[config.mk]
export PLATFORM = sky130hd
export DESIGN_NAME = sha256_block_compress_top
export DESIGN_NICKNAME = d
export VERILOG_FILES = /design/src/hw/rtl/sha256bc_pkg.sv /design/src/hw/rtl/sha256_block_compress_top.sv
export SDC_FILE = /design/constraint.sdc
export NUM_CORES = 2
export LEC_CHECK = 0
export ABC_CLOCK_PERIOD_IN_PS = 18800
export BUFFER_PORTS_ARGS = -buffer_cell sky130_fd_sc_hd__buf_2
export CAP_MARGIN = 25
export CORE_UTILIZATION = 35
export DETAILED_ROUTE_END_ITERATION = 6
export PLACE_DENSITY = 0.59
export SLEW_MARGIN = 20
export SYNTH_ARGS = -nofsm -noshare
export SYNTH_HDL_FRONTEND = slang
export SYNTH_SLANG_ARGS = --single-unit
export TNS_END_PERCENT = 1
[constraint.sdc]
create_clock -name clock -period 18.8 [get_ports clock]
set_input_delay 2.82 -clock clock [delete_from_list [all_inputs] [get_ports clock]]
set_output_delay 2.82 -clock clock [all_outputs]
set_load 0.01 [all_outputs]
[src/hw/rtl/sha256bc_pkg.sv]
package sha256bc_pkg;

   localparam int ROUNDS      = 64;
   localparam int BLOCK_WORDS = 16;
   localparam int HASH_WORDS  = 8;

   localparam int ROUND_W = $clog2(ROUNDS);
   localparam int WIN_W   = $clog2(BLOCK_WORDS);
   localparam int HIDX_W  = $clog2(HASH_WORDS);

   typedef enum logic [0:0] {
      OP_CHAIN = 1'b0,
      OP_MSG   = 1'b1
   } op_type;

   typedef struct packed {
      op_type           op;
      logic [2:0]       word_index;
      logic [31:0]      data;
   } req_type;

   typedef struct packed {
      logic [31:0] hash_word;
      logic [2:0]  out_index;
      logic        last;
   } rsp_type;

   function automatic logic [31:0] rotr(input logic [31:0] v, input int n);
      rotr = (v >> n) | (v << (32 - n));
   endfunction

   function automatic logic [31:0] big_sigma0(input logic [31:0] v);
      big_sigma0 = rotr(v, 2) ^ rotr(v, 13) ^ rotr(v, 22);
   endfunction

   function automatic logic [31:0] big_sigma1(input logic [31:0] v);
      big_sigma1 = rotr(v, 6) ^ rotr(v, 11) ^ rotr(v, 25);
   endfunction

   function automatic logic [31:0] small_sigma0(input logic [31:0] v);
      small_sigma0 = rotr(v, 7) ^ rotr(v, 18) ^ (v >> 3);
   endfunction

   function automatic logic [31:0] small_sigma1(input logic [31:0] v);
      small_sigma1 = rotr(v, 17) ^ rotr(v, 19) ^ (v >> 10);
   endfunction

   function automatic logic [31:0] choose(input logic [31:0] e, input logic [31:0] f,
                                          input logic [31:0] g);
      choose = (e & f) ^ (~e & g);
   endfunction

   function automatic logic [31:0] majority(input logic [31:0] a, input logic [31:0] b,
                                            input logic [31:0] c);
      majority = (a & b) ^ (a & c) ^ (b & c);
   endfunction

   function automatic logic [31:0] round_k(input logic [ROUND_W-1:0] t);
      logic [31:0] k;
      unique case (t)
         6'd0:  k = 32'h428a2f98;
         6'd1:  k = 32'h71374491;
         6'd2:  k = 32'hb5c0fbcf;
         6'd3:  k = 32'he9b5dba5;
         6'd4:  k = 32'h3956c25b;
         6'd5:  k = 32'h59f111f1;
         6'd6:  k = 32'h923f82a4;
         6'd7:  k = 32'hab1c5ed5;
         6'd8:  k = 32'hd807aa98;
         6'd9:  k = 32'h12835b01;
         6'd10: k = 32'h243185be;
         6'd11: k = 32'h550c7dc3;
         6'd12: k = 32'h72be5d74;
         6'd13: k = 32'h80deb1fe;
         6'd14: k = 32'h9bdc06a7;
         6'd15: k = 32'hc19bf174;
         6'd16: k = 32'he49b69c1;
         6'd17: k = 32'hefbe4786;
         6'd18: k = 32'h0fc19dc6;
         6'd19: k = 32'h240ca1cc;
         6'd20: k = 32'h2de92c6f;
         6'd21: k = 32'h4a7484aa;
         6'd22: k = 32'h5cb0a9dc;
         6'd23: k = 32'h76f988da;
         6'd24: k = 32'h983e5152;
         6'd25: k = 32'ha831c66d;
         6'd26: k = 32'hb00327c8;
         6'd27: k = 32'hbf597fc7;
         6'd28: k = 32'hc6e00bf3;
         6'd29: k = 32'hd5a79147;
         6'd30: k = 32'h06ca6351;
         6'd31: k = 32'h14292967;
         6'd32: k = 32'h27b70a85;
         6'd33: k = 32'h2e1b2138;
         6'd34: k = 32'h4d2c6dfc;
         6'd35: k = 32'h53380d13;
         6'd36: k = 32'h650a7354;
         6'd37: k = 32'h766a0abb;
         6'd38: k = 32'h81c2c92e;
         6'd39: k = 32'h92722c85;
         6'd40: k = 32'ha2bfe8a1;
         6'd41: k = 32'ha81a664b;
         6'd42: k = 32'hc24b8b70;
         6'd43: k = 32'hc76c51a3;
         6'd44: k = 32'hd192e819;
         6'd45: k = 32'hd6990624;
         6'd46: k = 32'hf40e3585;
         6'd47: k = 32'h106aa070;
         6'd48: k = 32'h19a4c116;
         6'd49: k = 32'h1e376c08;
         6'd50: k = 32'h2748774c;
         6'd51: k = 32'h34b0bcb5;
         6'd52: k = 32'h391c0cb3;
         6'd53: k = 32'h4ed8aa4a;
         6'd54: k = 32'h5b9cca4f;
         6'd55: k = 32'h682e6ff3;
         6'd56: k = 32'h748f82ee;
         6'd57: k = 32'h78a5636f;
         6'd58: k = 32'h84c87814;
         6'd59: k = 32'h8cc70208;
         6'd60: k = 32'h90befffa;
         6'd61: k = 32'ha4506ceb;
         6'd62: k = 32'hbef9a3f7;
         6'd63: k = 32'hc67178f2;
         default: k = 32'h0;
      endcase
      round_k = k;
   endfunction

endpackage

[src/hw/rtl/sha256_block_compress_top.sv]
// Channel   Direction  Handshake               Payload
// req       in         req_valid / req_ready   sha256bc_pkg::req_type (op, word_index, data)
// rsp       out        rsp_valid / rsp_ready   sha256bc_pkg::rsp_type (hash_word, out_index, last)
//
// A chaining word or one of the first fifteen message words leaves the block idle, ready for more.
// The sixteenth message word starts a compression of 64 rounds and a chaining add:
// each round runs in issue, part and word phases on the two read ports of the schedule memory.
// The eight result items then leave at one per cycle while rsp_ready is high.
// Reset clears the chaining value and the message word count.
// req_ready is low from the sixteenth word until the last result item is loaded.
module sha256_block_compress_top (
   input  logic                  clock,
   input  logic                  reset,
   input  logic                  req_valid,
   output logic                  req_ready,
   input  sha256bc_pkg::req_type req_payload,
   output logic                  rsp_valid,
   input  logic                  rsp_ready,
   output sha256bc_pkg::rsp_type rsp_payload
);
   import sha256bc_pkg::*;

   localparam logic [ROUND_W-1:0] LastRound = ROUND_W'(ROUNDS - 1);
   localparam logic [HIDX_W-1:0]  LastWord  = HIDX_W'(HASH_WORDS - 1);

   typedef enum logic [3:0] {
      ST_IDLE  = 4'b0001,
      ST_ROUND = 4'b0010,
      ST_ADD   = 4'b0100,
      ST_OUT   = 4'b1000
   } state_type;

   typedef enum logic [2:0] {
      PH_ISSUE = 3'b001,
      PH_PART  = 3'b010,
      PH_WORD  = 3'b100
   } phase_type;

   state_type          state_ff, state_in;
   phase_type          phase_ff, phase_in;
   logic [ROUND_W-1:0] round_ff, round_in;
   logic [WIN_W-1:0]   count_ff, count_in;
   logic [HIDX_W-1:0]  oidx_ff, oidx_in;
   logic               pend_ff, pend_in;
   logic               rsp_valid_ff, rsp_valid_in;
   rsp_type            rsp_ff, rsp_in;

   logic [31:0] chain_ff [HASH_WORDS];
   logic [31:0] chain_in [HASH_WORDS];
   logic [31:0] vars_ff [HASH_WORDS];
   logic [31:0] vars_in [HASH_WORDS];
   logic [31:0] part_ff, part_in;
   logic [31:0] hk_ff, hk_in;
   logic [31:0] w_ff, w_in;

   logic [31:0]      sched_mem [BLOCK_WORDS];
   logic [31:0]      rd_a_ff, rd_b_ff;
   logic [WIN_W-1:0] addr_a, addr_b, wr_addr;
   logic [31:0]      wr_data;
   logic             wr_en;

   logic        req_fire, out_load, apply_round;
   logic [31:0] t1, t2;
   logic [WIN_W-1:0] t_lo;

   assign req_ready = (state_ff == ST_IDLE);
   assign req_fire  = req_valid && req_ready;
   assign rsp_valid = rsp_valid_ff;
   assign rsp_payload = rsp_ff;
   assign out_load  = (state_ff == ST_OUT) && (!rsp_valid_ff || rsp_ready);
   assign t_lo      = round_ff[WIN_W-1:0];

   // fold in the previous round's word at the head of each round and in the tail state
   assign apply_round = pend_ff &&
                        (((state_ff == ST_ROUND) && (phase_ff == PH_ISSUE)) ||
                         (state_ff == ST_ADD));

   assign t1 = hk_ff + w_ff + big_sigma1(vars_ff[4]) +
               choose(vars_ff[4], vars_ff[5], vars_ff[6]);
   assign t2 = big_sigma0(vars_ff[0]) + majority(vars_ff[0], vars_ff[1], vars_ff[2]);

   always_comb begin
      // first phase fetches w[t-2] and w[t-7], second w[t-15] and w[t-16]
      if (phase_ff == PH_ISSUE) begin
         addr_a = t_lo - WIN_W'(2);
         addr_b = t_lo - WIN_W'(7);
      end else begin
         addr_a = t_lo + WIN_W'(1);
         addr_b = t_lo;
      end
   end

   always_comb begin
      state_in     = state_ff;
      phase_in     = phase_ff;
      round_in     = round_ff;
      count_in     = count_ff;
      oidx_in      = oidx_ff;
      pend_in      = pend_ff;
      rsp_valid_in = rsp_valid_ff && !rsp_ready;
      rsp_in       = rsp_ff;
      chain_in     = chain_ff;
      vars_in      = vars_ff;
      part_in      = part_ff;
      hk_in        = hk_ff;
      w_in         = w_ff;
      wr_en        = 1'b0;
      wr_addr      = count_ff;
      wr_data      = req_payload.data;

      if (apply_round) begin
         for (int i = HASH_WORDS - 1; i > 0; i--) begin
            vars_in[i] = vars_ff[i-1];
         end
         vars_in[4] = vars_ff[3] + t1;
         vars_in[0] = t1 + t2;
         pend_in    = 1'b0;
      end

      unique case (state_ff)
         ST_IDLE: begin
            if (req_fire) begin
               unique case (req_payload.op)
                  OP_CHAIN: chain_in[req_payload.word_index] = req_payload.data;
                  OP_MSG: begin
                     wr_en    = 1'b1;
                     count_in = count_ff + WIN_W'(1);
                     if (count_ff == WIN_W'(BLOCK_WORDS - 1)) begin
                        state_in = ST_ROUND;
                        phase_in = PH_ISSUE;
                        round_in = '0;
                        pend_in  = 1'b0;
                        vars_in  = chain_ff;
                     end
                  end
                  default: ;
               endcase
            end
         end
         ST_ROUND: begin
            unique case (phase_ff)
               PH_ISSUE: phase_in = PH_PART;
               PH_PART: begin
                  part_in  = small_sigma1(rd_a_ff) + rd_b_ff;
                  hk_in    = vars_ff[7] + round_k(round_ff);
                  phase_in = PH_WORD;
               end
               PH_WORD: begin
                  if (round_ff < ROUND_W'(BLOCK_WORDS)) begin
                     w_in = rd_b_ff;
                  end else begin
                     w_in    = part_ff + small_sigma0(rd_a_ff) + rd_b_ff;
                     wr_en   = 1'b1;
                     wr_addr = t_lo;
                     wr_data = w_in;
                  end
                  pend_in  = 1'b1;
                  phase_in = PH_ISSUE;
                  if (round_ff == LastRound) begin
                     state_in = ST_ADD;
                  end else begin
                     round_in = round_ff + ROUND_W'(1);
                  end
               end
               default: ;
            endcase
         end
         ST_ADD: begin
            // last round lands this cycle; the chaining add follows once it has
            if (!pend_ff) begin
               for (int i = 0; i < HASH_WORDS; i++) begin
                  chain_in[i] = chain_ff[i] + vars_ff[i];
               end
               oidx_in  = '0;
               state_in = ST_OUT;
            end
         end
         ST_OUT: begin
            if (out_load) begin
               rsp_valid_in     = 1'b1;
               rsp_in.hash_word = chain_ff[oidx_ff];
               rsp_in.out_index = oidx_ff;
               rsp_in.last      = (oidx_ff == LastWord);
               if (oidx_ff == LastWord) begin
                  state_in = ST_IDLE;
               end else begin
                  oidx_in = oidx_ff + HIDX_W'(1);
               end
            end
         end
         default: state_in = ST_IDLE;
      endcase
   end

   always_ff @(posedge clock) begin
      if (wr_en) begin
         sched_mem[wr_addr] <= wr_data;
      end
      rd_a_ff <= sched_mem[addr_a];
      rd_b_ff <= sched_mem[addr_b];
   end

   always_ff @(posedge clock) begin
      vars_ff <= vars_in;
      part_ff <= part_in;
      hk_ff   <= hk_in;
      w_ff    <= w_in;
      rsp_ff  <= rsp_in;
   end

   always_ff @(posedge clock) begin
      if (reset) begin
         state_ff     <= ST_IDLE;
         phase_ff     <= PH_ISSUE;
         round_ff     <= '0;
         count_ff     <= '0;
         oidx_ff      <= '0;
         pend_ff      <= 1'b0;
         rsp_valid_ff <= 1'b0;
         for (int i = 0; i < HASH_WORDS; i++) begin
            chain_ff[i] <= '0;
         end
      end else begin
         state_ff     <= state_in;
         phase_ff     <= phase_in;
         round_ff     <= round_in;
         count_ff     <= count_in;
         oidx_ff      <= oidx_in;
         pend_ff      <= pend_in;
         rsp_valid_ff <= rsp_valid_in;
         chain_ff     <= chain_in;
      end
   end

`ifndef SYNTHESIS
   a_count_wraps: assert property (@(posedge clock) disable iff (reset)
      (state_ff != ST_IDLE) |-> (count_ff == '0))
      else $error("word count not wrapped during compression");

   a_add_after_last: assert property (@(posedge clock) disable iff (reset)
      (state_ff == ST_ADD) |-> (round_ff == LastRound))
      else $error("chaining add entered before the last round");

   a_round_entry: assert property (@(posedge clock) disable iff (reset)
      (req_fire && (req_payload.op == OP_MSG) && (count_ff == WIN_W'(BLOCK_WORDS - 1)))
      |=> ((state_ff == ST_ROUND) && (round_ff == '0) && !pend_ff))
      else $error("compression did not start on the sixteenth word");

   a_load_in_out: assert property (@(posedge clock) disable iff (reset)
      (rsp_valid_ff && $rose(rsp_valid_ff) && ($past(state_ff) == ST_OUT))
      |-> (rsp_ff.out_index == $past(oidx_ff)))
      else $error("result item index out of step");
`endif

endmodule

After elaboration in Yosys (flattened, before gate mapping). Memories as Yosys holds them, arrays and structs flattened. A register that Yosys moved wholly into a read port is not among the register bits. Cells that the tools add are included.

Flip-flop bits (word level): 666. Bits in writable memories: 512. Input port bits: 40. ROM bits: 2048. Output and inout port bits: 38. Memories kept: 2.

Reductions and logical operators: 22. Add/sub/neg operators: 24. Magnitude comparators: 4. Equal/unequal tests: 22. Muxes and demuxes: 67. Bitwise operators: 29.

Memories: (no name shown) (depth 64, width 32, rd ports 1, clocked after memory_dff 1, wr ports 0, line sha256bc_pkg.sv:60) `unique case (t)`; sched_mem (depth 16, width 32, rd ports 2, clocked after memory_dff 2, wr ports 1, line sha256_block_compress_top.sv:56) `logic [31:0] sched_mem [BLOCK_WORDS];`.

Operator list (number): 2-to-1 mux 256 bit (8); adder 32 bit (18); one-hot mux 256 bit (2 select lines) (1); 2-to-1 mux 32 bit (9); XOR 32 bit (9); bitwise mux 256 bit (1); AND 32 bit (5); binary-select mux 32 bit (select 3 bit) (1); demux 32 bit (select 3 bit) (1); 2-to-1 mux 4 bit (13); 2-to-1 mux 6 bit (7); NOT 32 bit (1); OR 10 x 32 -> 32 bit (1); OR 13 x 32 -> 32 bit (1); OR 14 x 32 -> 32 bit (1); OR 15 x 32 -> 32 bit (1); OR 19 x 32 -> 32 bit (1); OR 21 x 32 -> 32 bit (1); OR 25 x 32 -> 32 bit (1); OR 26 x 32 -> 32 bit (1); OR 30 x 32 -> 32 bit (1); OR 7 x 32 -> 32 bit (1); XOR 32 x 22 -> 32 bit (1); XOR 32 x 29 -> 32 bit (1); 37 further kinds (82).

Depth between registers and ports, before layout.
Depth in word-level cells: 11. Gate-level depth with buffers: 36. Depth with buffers taken out: 35.

Worst setup path after synthesis. OpenSTA, ideal clock, no wires.

Kind: register to register. From: register vars_ff[108] in the netlist's numbering. To: register vars_ff[255] in the netlist's numbering. Path buffers: 1. Period minus slack after synthesis: 6.716 ns. Data arrival time: 6.586 ns. Setup time: 0.130 ns. Data required time: 18.670 ns. Path slack: 12.084 ns. Stages on the path, launching flop included: 36. Path through: dfxtp_1 -> clkbuf_1 -> xor2_1 -> xnor2_1 -> fa_1 -> fa_1 -> inv_1 -> ha_1 -> fa_1 -> a211oi_1 -> nor2_1 -> a21oi_1 -> nand2_1 -> nand2_1 -> nand2_1 -> a21o_1 -> and2_1 -> o21ai_0 -> nand2b_1 -> xor2_1 -> inv_1 -> fa_1 -> inv_1 -> ha_1 -> nand2_1 -> nor2_1 -> a211o_1 -> a31o_2 -> a2111oi_0 -> nor3_1 -> nand4_1 -> nand4b_1 -> a21oi_1 -> xnor2_1 -> xnor2_1 -> o21ai_0.

RTL lines: start: declaration (line sha256_block_compress_top.sv:50) `logic [31:0] vars_ff [HASH_WORDS];`; start signal: assignment (line sha256_block_compress_top.sv:204) `vars_ff <= vars_in;`.

==> out/metrics.yaml <==
clock_tree:
  cts_buffers: 145
  holdBufCountCts: 0
  clock_latency_ns: 0.84
  cts_buffer_depth: 3
  clock_sinks: 1274
  cts_setup_buffers: 0
  h-tree-depth: 4
  ctsResizeCount: 0
  cts_tree: "built"
  root_buffer: "clkbuf_16"
  clk_pin_slew_ns: 0.06
power:
  p_leak_nw: 35.4
  power_density_nw_per_um2: 77.7
  vdd_ir_drop_max_v: 0.0000727
run_status:
  outcome: "completed"
yosys:
  syn_avg_cell_area_um2: 10.1
  synthesis.area_um2: 83100
  synth-edff-count: 644
  synth_top_area_share_pct: 23.3
  synth_commonest_cells: "733 x o21ai_0, 708 x nand2_1, 644 x edfxtp_1, 630 x dfxtp_1, 591 x a21oi_1"
  synth.most_common_cell: "o21ai_0"
  synth_ff_type: "edfxtp_1"
  synth-seq-cells: 1274
  synth_top_cell_by_area: "edfxtp_1"
  synthArstFlopShare_pct: 0
  yosys_warnings: 0
  synth_cells: 8202
  synth.distinct_cells: 95
  yosysSeqAreaShare_pct: 38.5
  netlist_top_cells_area: "edfxtp_1 23%, dfxtp_1 15%, mux4_2 9.5%, ha_1 6.9%, o21ai_0 4.4%"
  syn-num-nets: 8836
flow_run:
  cap_violations: 0
place:
  globalplace.congestion: 0.991
  placed_cell_area_um2: 86700
  dp.cells: 11000
  hpwl_um: 216000
  portBuffers: 77
route:
  drt_iter0_markers: 7063
  num_vias: 66200
  final_antenna_net_count: 0
  postRouteWirelength_um: 299000
  drc: 0
  vias_per_cell: 5.85
  wl_per_cell_um: 26.4
  first_pass_iters: 7
global_route:
  antenna_found_initial: 18
  gr-total-overflow: 0
  grt_pass1_wl_um: 434000
  grt_usage_pct: 24.5
  grt_max_degree: 124
  grt_pass1_vias: 63800
floorplanning:
  num_rows: 178
  start_util_pct: 35.2
  dieArea_um2: 239000
  ios: 78
  die_w_um: 489
  die_y_um: 489
  core_um2: 236000
critical_path:
  cp.arrival_ns: 8.43
  endpoint_kind: "register"
  required_ns: 19.43
  slowest_stage: "dfxtp_1"
  path_max_fanout: 7
  startpoint_type: "register"
  critical_path.max_stage_delay_ns: 0.60
  cp_common_cell: "a21o_1"
  crit_type: "register to register"
sta:
  relSlewSlack_pct: 23.6
  hold_viol: 0
  setup_viol: 0
  skew_ns: 0.0941
  slew_viol_final: 0
  finalCritPeriodShare_pct: 41.5
  period_needed_ns: 7.80
  setup_tns_ns: 0
  rsz0062_at_grt: "false"
  fmax_ghz: 0.128
  worstMarginPinSlew_ns: 1.15
finish:
  syn_to_final_growth_pct: 10.5
  fin_nets: 8680
  layoutNonFillerInstCount: 11300
  stdcell_area_um2: 91700
  seq_area_um2: 32000
  multi_input_area_um2: 47700
  drive_above_1_share_pct: 11.4
  fillers: 23000
worst_hold_path:
  min_path_type: "register to register"
## routing by layer
layer	wire, um	track usage [%]
met1	128000	33.6
met2	135000	38.6
met3	23800	3.96
met4	12100	9.03
met5	69	0
## layout by cell type (no fill, tap or decap), types with 252 or more instances in the layout
cell	n
ha_1	457
mux2i_1	271
nor2_1	398
a21o_1	252
dfxtp_1	627
nand2_1	706
edfxtp_1	644
xnor2_1	374
a21oi_1	581
mux4_2	352
inv_1	462
o21ai_0	728
## cells by family after synthesis
family                   count (synthesis)  synth area share, %
buffers and inverters                  966                 4.51
flip-flops                            1274                 38.5
multiplexers                           671                 13.5
AO/OA/AOI/OAI                         2361                 17.4
AND/OR/NAND/NOR                       1717                 9.42
XOR/XNOR                               615                 6.50
adder cells (fa/ha/maj)                598                 10.2
## stage by stage
step / hold slack [ns] / worst slack, ns / power, mW / utilization, %
floorplan: 0.435 / 12.08 / 3.87 / -
global placement: 0.480 / 11.09 / 4.18 / 36.8
detailed placement: 0.487 / 11.11 / 4.19 / 36.8
CTS: 0.496 / 11.04 / 7.15 / 38.9
global route: 0.520 / 10.54 / 7.38 / 38.9
finish: 0.503 / 11.00 / 7.12 / 38.9
## report_power, final
part           switching (mW)  leakage, nW  internal [mW]
combinational           0.714         22.1          0.476
clock                    1.29         2.42           1.68
sequential             0.0308         10.9           2.93
## registers in the layout, indices dropped and copies added (netlist names), 36 cells and up, named ones only
register	count
chain_ff	256
rsp_payload	36
sched_mem	512
vars_ff	256
## critical path: cells and delay by family (launching register included)
kind / cells / cell delay, ns
AOI/OAI and AO/OA: 12 / 2.69
adders and majority gates: 5 / 2.08
and+or+nand+nor: 7 / 1.16
xor gates and xnor gates: 5 / 0.92
DFF: 1 / 0.60
buffers and inverters: 3 / 0.19
## path summary, 6_finish.rpt
path	from	slack, ns	cells after the start	to
max	vars_ff[123]	11.00	32	vars_ff[255]
min	chain_ff[185]	0.50	2	vars_ff[185]
max reg2reg	vars_ff[123]	11.00	32	vars_ff[255]
min reg2reg	chain_ff[185]	0.50	2	vars_ff[185]
## final cells by class
type | count | area share, %
inverter | 467 | 1.91
antenna | 6 | 0.0164
timing repair buffer | 196 | 1.45
tap | 3150 | 4.30
clock buffer | 195 | 4.44
clock inverter | 71 | 1.02
multi-input combinational | 5962 | 52.0
sequential | 1274 | 34.8
(Power assumes the default switching activity.)
